`config.mk`:
```
export PLATFORM = sky130hd
export DESIGN_NAME = tar_archive_entry_walker
export DESIGN_NICKNAME = d
export VERILOG_FILES = /design/src/design/tae_pkg.sv /design/src/design/tae_front.sv /design/src/design/tae_queue.sv /design/src/design/tae_back.sv /design/src/design/tar_archive_entry_walker.sv
export SDC_FILE = /design/constraint.sdc
export NUM_CORES = 1
export LEC_CHECK = 0
export ABC_AREA = 1
export BUFFER_PORTS_ARGS = -buffer_cell sky130_fd_sc_hd__buf_2
export CAP_MARGIN = 20
export CORE_MARGIN = 5
export CORE_UTILIZATION = 40
export CTS_CLUSTER_SIZE = 12
export DETAILED_ROUTE_END_ITERATION = 16
export GPL_TIMING_DRIVEN = 0
export MAX_ROUTING_LAYER = met4
export SLEW_MARGIN = 20
export SYNTH_ARGS = -nofsm -noshare
export SYNTH_HDL_FRONTEND = slang
export SYNTH_SLANG_ARGS = --single-unit
```
`constraint.sdc`:
```
create_clock -name clk -period 9.93 [get_ports clk]
set_input_delay 1.4895 -clock clk [delete_from_list [all_inputs] [get_ports clk]]
set_output_delay 1.4895 -clock clk [all_outputs]
set_load 0.02 [all_outputs]
```
`src/design/tae_pkg.sv`:
```
// Shared types and constants of the tar archive entry walker.
`timescale 1ns / 1ps
package tae_pkg;

	localparam int OFFSET_WIDTH = 40;
	localparam int BLOCK_BYTES = 512;
	localparam int POS_WIDTH = $clog2(BLOCK_BYTES);
	localparam int QUEUE_DEPTH = 4;
	localparam int QPTR_WIDTH = $clog2(QUEUE_DEPTH);

	localparam logic [1:0] KIND_ENTRY = 2'd0;
	localparam logic [1:0] KIND_TWO_EMPTY = 2'd1;
	localparam logic [1:0] KIND_INVALID = 2'd2;
	localparam logic [1:0] KIND_IMAGE_END = 2'd3;

	localparam logic [1:0] CLASS_REGULAR = 2'd0;
	localparam logic [1:0] CLASS_DIRECTORY = 2'd1;
	localparam logic [1:0] CLASS_OTHER = 2'd2;

	localparam logic [31:0] COUNT_MAX = 32'h8000_0000;

	typedef struct packed {
		logic [7:0] data_byte;
		logic       last_byte;
	} byte_beat_t;

	typedef struct packed {
		logic [1:0]              result_kind;
		logic [7:0]              entry_type_byte;
		logic [1:0]              entry_class;
		logic [35:0]             entry_size;
		logic [23:0]             entry_mode;
		logic [OFFSET_WIDTH-1:0] data_offset;
		logic [31:0]             entry_count;
		logic [47:0]             size_total;
		logic                    last_result;
	} result_beat_t;

	// What the front hands to the back for one byte.
	typedef struct packed {
		logic                    first_valid;
		logic [1:0]              first_kind;
		logic [7:0]              type_byte;
		logic [1:0]              class_code;
		logic [35:0]             size;
		logic [23:0]             mode;
		logic [OFFSET_WIDTH-1:0] offset;
		logic                    image_end;
		logic                    restart;
	} walk_event_t;

	typedef enum logic [2:0] {
		PH_HEADER = 3'b001,
		PH_SKIP   = 3'b010,
		PH_DONE   = 3'b100
	} walk_phase_t;

endpackage

```
`src/design/tae_front.sv`:
```
// Front part: parses header bytes, skips file data and classifies each block.
`timescale 1ns / 1ps
module tae_front (
	input  logic                clk,
	input  logic                arst_n,
	input  logic                accept,
	input  tae_pkg::byte_beat_t beat,
	output logic                push,
	output tae_pkg::walk_event_t ev
);
	import tae_pkg::*;

	walk_phase_t            phase_q, phase_d;
	logic [POS_WIDTH-1:0]   pos_q, pos_d;
	logic [36:0]            skip_q, skip_d;
	logic                   empty_seen_q, empty_seen_d;
	logic                   any_nz_q, any_nz_d;
	logic                   magic_good_q, magic_good_d;
	logic [35:0]            size_acc_q, size_acc_d;
	logic                   size_end_q, size_end_d;
	logic [23:0]            mode_acc_q, mode_acc_d;
	logic                   mode_end_q, mode_end_d;
	logic [7:0]             type_q, type_d;
	logic [OFFSET_WIDTH-1:0] offset_q, offset_d;

	logic [7:0]             b;
	logic                   oct;
	logic [36:0]            skip_dec;
	logic [36:0]            rounded;
	logic [OFFSET_WIDTH-1:0] offset_inc;

	assign b = beat.data_byte;
	assign oct = (b[7:3] == 5'b00110);
	assign offset_inc = offset_q + OFFSET_WIDTH'(1);
	assign rounded = 37'(size_acc_q) + 37'(BLOCK_BYTES - 1);
	assign skip_dec = (skip_q != 37'd0) ? skip_q - 37'd1 : skip_q;

	always_comb begin
		phase_d = phase_q;
		pos_d = pos_q;
		skip_d = skip_q;
		empty_seen_d = empty_seen_q;
		any_nz_d = any_nz_q;
		magic_good_d = magic_good_q;
		size_acc_d = size_acc_q;
		size_end_d = size_end_q;
		mode_acc_d = mode_acc_q;
		mode_end_d = mode_end_q;
		type_d = type_q;
		offset_d = offset_inc;
		ev = '0;

		unique case (phase_q)
			PH_SKIP: begin
				skip_d = skip_dec;
				if (skip_dec == 37'd0) begin
					phase_d = PH_HEADER;
				end
			end
			PH_HEADER: begin
				if (b != 8'd0) begin
					any_nz_d = 1'b1;
				end
				if (pos_q >= POS_WIDTH'(100) && pos_q < POS_WIDTH'(108) && !mode_end_q) begin
					if (b == 8'd0) begin
						mode_end_d = 1'b1;
					end else if (oct) begin
						mode_acc_d = {mode_acc_q[20:0], b[2:0]};
					end
				end
				if (pos_q >= POS_WIDTH'(124) && pos_q < POS_WIDTH'(136) && !size_end_q) begin
					if (b == 8'd0) begin
						size_end_d = 1'b1;
					end else if (oct) begin
						size_acc_d = {size_acc_q[32:0], b[2:0]};
					end
				end
				if (pos_q == POS_WIDTH'(156)) begin
					type_d = b;
				end
				if ((pos_q == POS_WIDTH'(257) && b != "u") ||
				    (pos_q == POS_WIDTH'(258) && b != "s") ||
				    (pos_q == POS_WIDTH'(259) && b != "t") ||
				    (pos_q == POS_WIDTH'(260) && b != "a") ||
				    (pos_q == POS_WIDTH'(261) && b != "r") ||
				    ((pos_q == POS_WIDTH'(263) || pos_q == POS_WIDTH'(264)) && b != "0")) begin
					magic_good_d = 1'b0;
				end

				if (pos_q != POS_WIDTH'(BLOCK_BYTES - 1)) begin
					pos_d = pos_q + POS_WIDTH'(1);
				end else begin
					if (!any_nz_d) begin
						if (empty_seen_q) begin
							ev.first_valid = 1'b1;
							ev.first_kind = KIND_TWO_EMPTY;
							phase_d = PH_DONE;
						end else begin
							empty_seen_d = 1'b1;
						end
					end else begin
						empty_seen_d = 1'b0;
						if (!magic_good_q) begin
							ev.first_valid = 1'b1;
							ev.first_kind = KIND_INVALID;
							phase_d = PH_DONE;
						end else begin
							ev.first_valid = 1'b1;
							ev.first_kind = KIND_ENTRY;
							ev.type_byte = type_q;
							if (type_q == "0" || type_q == 8'd0) begin
								ev.class_code = CLASS_REGULAR;
							end else if (type_q == "5") begin
								ev.class_code = CLASS_DIRECTORY;
							end else begin
								ev.class_code = CLASS_OTHER;
							end
							ev.size = size_acc_q;
							ev.mode = mode_acc_q;
							ev.offset = offset_inc;
							skip_d = {rounded[36:POS_WIDTH], POS_WIDTH'(0)};
							phase_d = (skip_d != 37'd0) ? PH_SKIP : PH_HEADER;
						end
					end
					pos_d = '0;
					any_nz_d = 1'b0;
					magic_good_d = 1'b1;
					size_acc_d = '0;
					size_end_d = 1'b0;
					mode_acc_d = '0;
					mode_end_d = 1'b0;
					type_d = '0;
				end
			end
			default: begin
			end
		endcase

		if (beat.last_byte) begin
			ev.restart = 1'b1;
			ev.image_end = (phase_d != PH_DONE);
			phase_d = PH_HEADER;
			pos_d = '0;
			skip_d = '0;
			empty_seen_d = 1'b0;
			any_nz_d = 1'b0;
			magic_good_d = 1'b1;
			size_acc_d = '0;
			size_end_d = 1'b0;
			mode_acc_d = '0;
			mode_end_d = 1'b0;
			type_d = '0;
			offset_d = '0;
		end
	end

	assign push = accept & (ev.first_valid | beat.last_byte);

	always_ff @(posedge clk or negedge arst_n) begin
		if (!arst_n) begin
			phase_q <= PH_HEADER;
			pos_q <= '0;
			skip_q <= '0;
			empty_seen_q <= 1'b0;
			any_nz_q <= 1'b0;
			magic_good_q <= 1'b1;
			size_acc_q <= '0;
			size_end_q <= 1'b0;
			mode_acc_q <= '0;
			mode_end_q <= 1'b0;
			type_q <= '0;
			offset_q <= '0;
		end else if (accept) begin
			phase_q <= phase_d;
			pos_q <= pos_d;
			skip_q <= skip_d;
			empty_seen_q <= empty_seen_d;
			any_nz_q <= any_nz_d;
			magic_good_q <= magic_good_d;
			size_acc_q <= size_acc_d;
			size_end_q <= size_end_d;
			mode_acc_q <= mode_acc_d;
			mode_end_q <= mode_end_d;
			type_q <= type_d;
			offset_q <= offset_d;
		end
	end

endmodule

```
`src/design/tae_queue.sv`:
```
// Short queue of walk events between the front and the back.
`timescale 1ns / 1ps
module tae_queue (
	input  logic                 clk,
	input  logic                 arst_n,
	input  logic                 push,
	input  tae_pkg::walk_event_t push_data,
	output logic                 full,
	input  logic                 pop,
	output logic                 not_empty,
	output tae_pkg::walk_event_t head
);
	import tae_pkg::*;

	walk_event_t             slot_q [QUEUE_DEPTH];
	logic [QPTR_WIDTH-1:0]   wr_q;
	logic [QPTR_WIDTH-1:0]   rd_q;
	logic [QPTR_WIDTH:0]     count_q;

	assign full = (count_q == (QPTR_WIDTH + 1)'(QUEUE_DEPTH));
	assign not_empty = (count_q != '0);
	assign head = slot_q[rd_q];

	always_ff @(posedge clk) begin
		if (push) begin
			slot_q[wr_q] <= push_data;
		end
	end

	always_ff @(posedge clk or negedge arst_n) begin
		if (!arst_n) begin
			wr_q <= '0;
			rd_q <= '0;
			count_q <= '0;
		end else begin
			if (push) begin
				wr_q <= wr_q + QPTR_WIDTH'(1);
			end
			if (pop) begin
				rd_q <= rd_q + QPTR_WIDTH'(1);
			end
			if (push && !pop) begin
				count_q <= count_q + (QPTR_WIDTH + 1)'(1);
			end else if (pop && !push) begin
				count_q <= count_q - (QPTR_WIDTH + 1)'(1);
			end
		end
	end

endmodule

```
`src/design/tae_back.sv`:
```
// Back part: keeps the running totals and builds the result beats.
`timescale 1ns / 1ps
module tae_back (
	input  logic                   clk,
	input  logic                   arst_n,
	input  logic                   ev_valid,
	input  tae_pkg::walk_event_t   ev,
	output logic                   pop,
	output logic                   result_valid,
	input  logic                   result_stall,
	output tae_pkg::result_beat_t  result_beat
);
	import tae_pkg::*;

	logic [31:0]   count_q, count_d;
	logic [47:0]   sum_q, sum_d;
	logic          second_q, second_d;
	logic          out_valid_q;
	result_beat_t  out_q, rec;
	logic          load;
	logic          out_free;
	logic [31:0]   count_inc;
	logic [48:0]   sum_wide;
	logic [47:0]   sum_sat;

	assign out_free = !out_valid_q || !result_stall;
	assign count_inc = (count_q < COUNT_MAX) ? count_q + 32'd1 : count_q;
	assign sum_wide = {1'b0, sum_q} + 49'(ev.size);
	assign sum_sat = sum_wide[48] ? '1 : sum_wide[47:0];

	always_comb begin
		pop = 1'b0;
		load = 1'b0;
		rec = '0;
		count_d = count_q;
		sum_d = sum_q;
		second_d = second_q;
		rec.entry_count = count_q;
		rec.size_total = sum_q;
		if (ev_valid && out_free) begin
			if (second_q) begin
				load = 1'b1;
				rec.result_kind = KIND_IMAGE_END;
				rec.last_result = 1'b1;
				pop = 1'b1;
				second_d = 1'b0;
			end else if (ev.first_valid) begin
				load = 1'b1;
				rec.result_kind = ev.first_kind;
				rec.last_result = !ev.image_end;
				if (ev.first_kind == KIND_ENTRY) begin
					count_d = count_inc;
					sum_d = sum_sat;
					rec.entry_type_byte = ev.type_byte;
					rec.entry_class = ev.class_code;
					rec.entry_size = ev.size;
					rec.entry_mode = ev.mode;
					rec.data_offset = ev.offset;
					rec.entry_count = count_inc;
					rec.size_total = sum_sat;
				end
				if (ev.image_end) begin
					second_d = 1'b1;
				end else begin
					pop = 1'b1;
				end
			end else if (ev.image_end) begin
				load = 1'b1;
				rec.result_kind = KIND_IMAGE_END;
				rec.last_result = 1'b1;
				pop = 1'b1;
			end else begin
				pop = 1'b1;
			end
			if (pop && ev.restart) begin
				count_d = '0;
				sum_d = '0;
			end
		end
	end

	always_ff @(posedge clk or negedge arst_n) begin
		if (!arst_n) begin
			count_q <= '0;
			sum_q <= '0;
			second_q <= 1'b0;
			out_valid_q <= 1'b0;
		end else begin
			count_q <= count_d;
			sum_q <= sum_d;
			second_q <= second_d;
			if (load) begin
				out_valid_q <= 1'b1;
			end else if (!result_stall) begin
				out_valid_q <= 1'b0;
			end
		end
	end

	always_ff @(posedge clk) begin
		if (load) begin
			out_q <= rec;
		end
	end

	assign result_valid = out_valid_q;
	assign result_beat = out_q;

endmodule

```
`src/design/tar_archive_entry_walker.sv`:
```
// Top level of the tar archive entry walker.
// Takes one archive byte per cycle while byte_stall is low; the result is registered.
// A byte ending a valid header and the image yields an entry beat, then an end beat.
// The four-entry event queue stalls the byte side only when the result side is held.
// Reset clears walk state and totals at once; an image's last byte also clears both.
`timescale 1ns / 1ps
module tar_archive_entry_walker (
	input  logic                  clk,
	input  logic                  arst_n,
	input  logic                  byte_valid,
	output logic                  byte_stall,
	input  tae_pkg::byte_beat_t   byte_beat,
	output logic                  result_valid,
	input  logic                  result_stall,
	output tae_pkg::result_beat_t result_beat
);
	import tae_pkg::*;

	logic        accept;
	logic        push;
	logic        full;
	logic        pop;
	logic        not_empty;
	walk_event_t ev_in;
	walk_event_t ev_head;

	assign byte_stall = full;
	assign accept = byte_valid & !full;

	tae_front u_front (
		.clk    (clk),
		.arst_n (arst_n),
		.accept (accept),
		.beat   (byte_beat),
		.push   (push),
		.ev     (ev_in)
	);

	tae_queue u_queue (
		.clk       (clk),
		.arst_n    (arst_n),
		.push      (push),
		.push_data (ev_in),
		.full      (full),
		.pop       (pop),
		.not_empty (not_empty),
		.head      (ev_head)
	);

	tae_back u_back (
		.clk          (clk),
		.arst_n       (arst_n),
		.ev_valid     (not_empty),
		.ev           (ev_head),
		.pop          (pop),
		.result_valid (result_valid),
		.result_stall (result_stall),
		.result_beat  (result_beat)
	);

endmodule

```
==> impl_metrics.yaml <==
power_and_ir_drop:
  power.static_leakage_nw: 18.96
  vdd_drop_max_mv: 0.2593
  power_density_nw_per_um2: 294.2
global_route:
  antenna_found_initial: 5
  grt_max_degree: 89
  grt.busiest_layer: "met2"
  groute.layer.met1.usage_pct: 29.28
  use_met2_pct: 35.74
  grt_overflow: 0
  grt_use_met3_pct: 2.953
  grt_pass1_vias: 30960
  grt_pass1_wl_mm: 186.3
  gr-usage-all-layers_pct: 21.93
finish:
  area_growth_pct: 15.93
  register_area_sq_um: 25890
  fin_util_pct: 46.85
  fill_cells: 9642
  drive_above_1_share_pct: 9.741
  mostFrequentLayoutCells: "nor2_1, nand2_1, edfxtp_1"
  mostFrequentLayoutCell: "nor2_1"
  multi_input_area_sq_um: 14010
  fin_cells: 6136
  final_nets: 4740
timing:
  setup_violations: 0
  hold_violations: 0
  fin_skew_ns: 0.04328
  worst_pin_slew_ns: 1.134
  worst_slack_ns: 3.216
  slew_headroom_pct: 24.40
  finalMaxSlewViolations: 0
  rsz0062_at_grt: "false"
  fmax_mhz: 148.9
  fin_crit_sh_pct: 67.61
  fin_crit_ns: 6.714
yosys:
  netlist_area_sq_um: 41950
  synth_area_per_cell_sq_um: 9.678
  syn_nets: 4401
  ys_async_sr_fraction_pct: 27.77
  netlist_instances: 4334
  ys.warnings.count: 0
  synth_ff_type: "edfxtp_1"
  synth_cell_types: 63
  synth_edf_count: 653
  synth_seq_cells: 904
  ys_seq_area_share_pct: 61.73
die:
  initial_core_util_pct: 40.41
  ios: 208
  die_w_microns: 333.8
  die_y_microns: 333.8
  num_rows: 118
  design.die.area_sq_um: 111400
  core_area_sq_um: 103800
place:
  dp_cells: 5956
  io_buffers: 207
  post-dp-hpwl_mm: 89.12
  gp_congestion: 0.9651
  dp_slack_ns: 3.345
worst_setup_path:
  worstSetupPathType: "reg2reg"
  reg2reg_to: "u_back.result_beat[10]"
  worstPathRequired_ns: 10.30
  r2r_start: "u_queue.rd_q[0]"
  cp_max_fo: 10
  rrSetupSlack_ns: 3.22
  cp.arrival_ns: 7.08
  startpoint_type: "flop"
  worstRegToRegCells: 25
  cp-end-kind: "flop"
clock_network:
  post_cts_buffers: 0
  cts_root_buf: "clkbuf_16"
  cts_max_level: 3
  cts_buffer_depth: 3
  clk-insertion-delay-late_ns: 0.70
  clkTransAtPathRegs_ns: 0.06
  ctsHoldBuffers: 0
  cts_tree: "yes"
  cts_resized: 0
  cts.sinks: 904
  cts_made_buffers: 95
route:
  drt_first_iter_violations: 3067
  via_count: 32090
  vias_per_cell: 5.229
  finalWirelength_mm: 121.6
  ant_nets: 0
  first_pass_iters: 6
  drc: 0
  routedWlPerCell_microns: 19.83
min_path:
  min_to: "u_front.magic_good_q"
  hold_path_depth: 2
  worstHoldStart: "u_front.magic_good_q"
  hold_class: "reg2reg"
outcome:
  status: "complete, no violations"
flow_run:
  cap_viol_max_count: 0
kinds of logic (layout without fill, tap and decap cells):
family / after synthesis / after routing / share of synthesized area [%]
compound gates: 832 / 832 / 10.73
xor+xnor: 116 / 116 / 2.422
fa+ha+maj: 54 / 54 / 1.647
buf+inv: 538 / 957 / 4.975
flops: 904 / 904 / 61.73
mux: 1 / 1 / 0.02684
other cells: 0 / 3 / 0
simple gates: 1889 / 1889 / 18.47
worst max path at each step:
| stage | depth (start not counted) | start | end |
|---|---|---|---|
| after global placement | 7 | byte_valid | u_queue.slot_q[3][85] |
| after global routing | 25 | u_queue.rd_q[0] | u_back.result_beat[10] |
| after floorplan | 10 | byte_beat[8] | u_queue.slot_q[0][0] |
| final | 25 | u_queue.rd_q[0] | u_back.result_beat[10] |
| after detailed placement | 25 | u_queue.rd_q[0] | u_back.result_beat[10] |
| after CTS | 25 | u_queue.rd_q[0] | u_back.result_beat[10] |
where the power goes:
group / total, mW / switching [mW] / internal, mW
Sequential: 5.34 / 0.367 / 4.97
Clock: 3.44 / 1.49 / 1.95
Combinational: 5.53 / 3.95 / 1.58
Total: 14.3 / 5.81 / 8.50
sequential cells by signal (all words and copies together), names as in the netlist, 2 cells and up:
signal / cells
u_back.count_q: 32
u_back.result_beat: 193
u_back.sum_q: 48
u_front.mode_acc_q: 24
u_front.offset_q: 40
u_front.phase_q: 3
u_front.pos_q: 9
u_front.size_acc_q: 36
u_front.skip_q: 37
u_front.type_q: 8
u_queue.count_q: 3
u_queue.rd_q: 2
u_queue.slot_q: 460
u_queue.wr_q: 2
Yosys cell counts (7+ instances only):
cell type  count  share of area, %
a21o_1        10              0.18
a21oi_1      180               2.1
a31oi_1       18              0.27
a32o_1         7              0.17
buf_1         12              0.11
buf_2         24              0.29
clkbuf_1     133               1.2
dfrtp_1      249                15
edfxtp_1     653                47
ha_1          52               1.6
inv_1        349               3.1
inv_2         13              0.12
nand2_1      683               6.1
nand3_1      178               2.1
nand4_1       56              0.84
nor2_1       859               7.7
nor3_1        57              0.68
nor4_1        19              0.28
o211ai_1       9              0.16
o21ai_0      454               5.4
o21ai_1       46              0.55
o22ai_1       69               1.0
or2_2          8              0.12
xnor2_1       15              0.31
xor2_1       101               2.1
metrics by stage:
stage	power, mW	hold slack [ns]	TNS [ns]	instance area [sq um]
2_1_floorplan	8.865	0.4504	0	41950
3_3_place_gp	10.86	0.4761	-1352.62	44710
3_5_place_dp	10.92	0.4805	0	45600
4_1_cts	14.38	0.4909	0	48620
5_1_grt	15.14	0.5139	0	48630
6_report	14.31	0.4905	0	48630
layout make-up:
class | instances | share of cell area [%]
antenna | 3 | 0.01544
buffer | 175 | 1.492
clock buffer | 150 | 5.689
clock inverter | 27 | 0.5146
inverter | 363 | 2.802
multi-input combinational | 2892 | 28.82
sequential | 904 | 53.25
tap | 1380 | 3.551
timing repair buffer | 242 | 3.875
critical path, cell delays in order (launching register included):
cell and delay (ns):
dfrtp_1 0.46, inv_2 0.15, buf_2 0.40, clkbuf_1 0.80
buf_2 0.41, buf_1 0.45, nor2_1 0.07, nor2_1 0.09
o21ai_0 0.12, nand2_1 0.18, ha_1 0.19, inv_1 0.06
fa_1 0.39, nand3b_1 0.17, nand2_1 0.14, a21oi_1 0.14
o21ai_2 0.30, nand2_1 0.10, nand2_1 0.17, a21oi_2 0.11
nor2_1 0.18, nand2_1 0.16, inv_2 0.23, buf_2 0.29
nor2_1 0.08, o21ai_0 0.53
layer usage:
layer	up-vias	routed length (microns)
met5	-	0
li1	15430	-
met3	178	6589
met1	15530	53740
met4	0	3013
met2	945	58310
(Power assumes the default switching activity.)
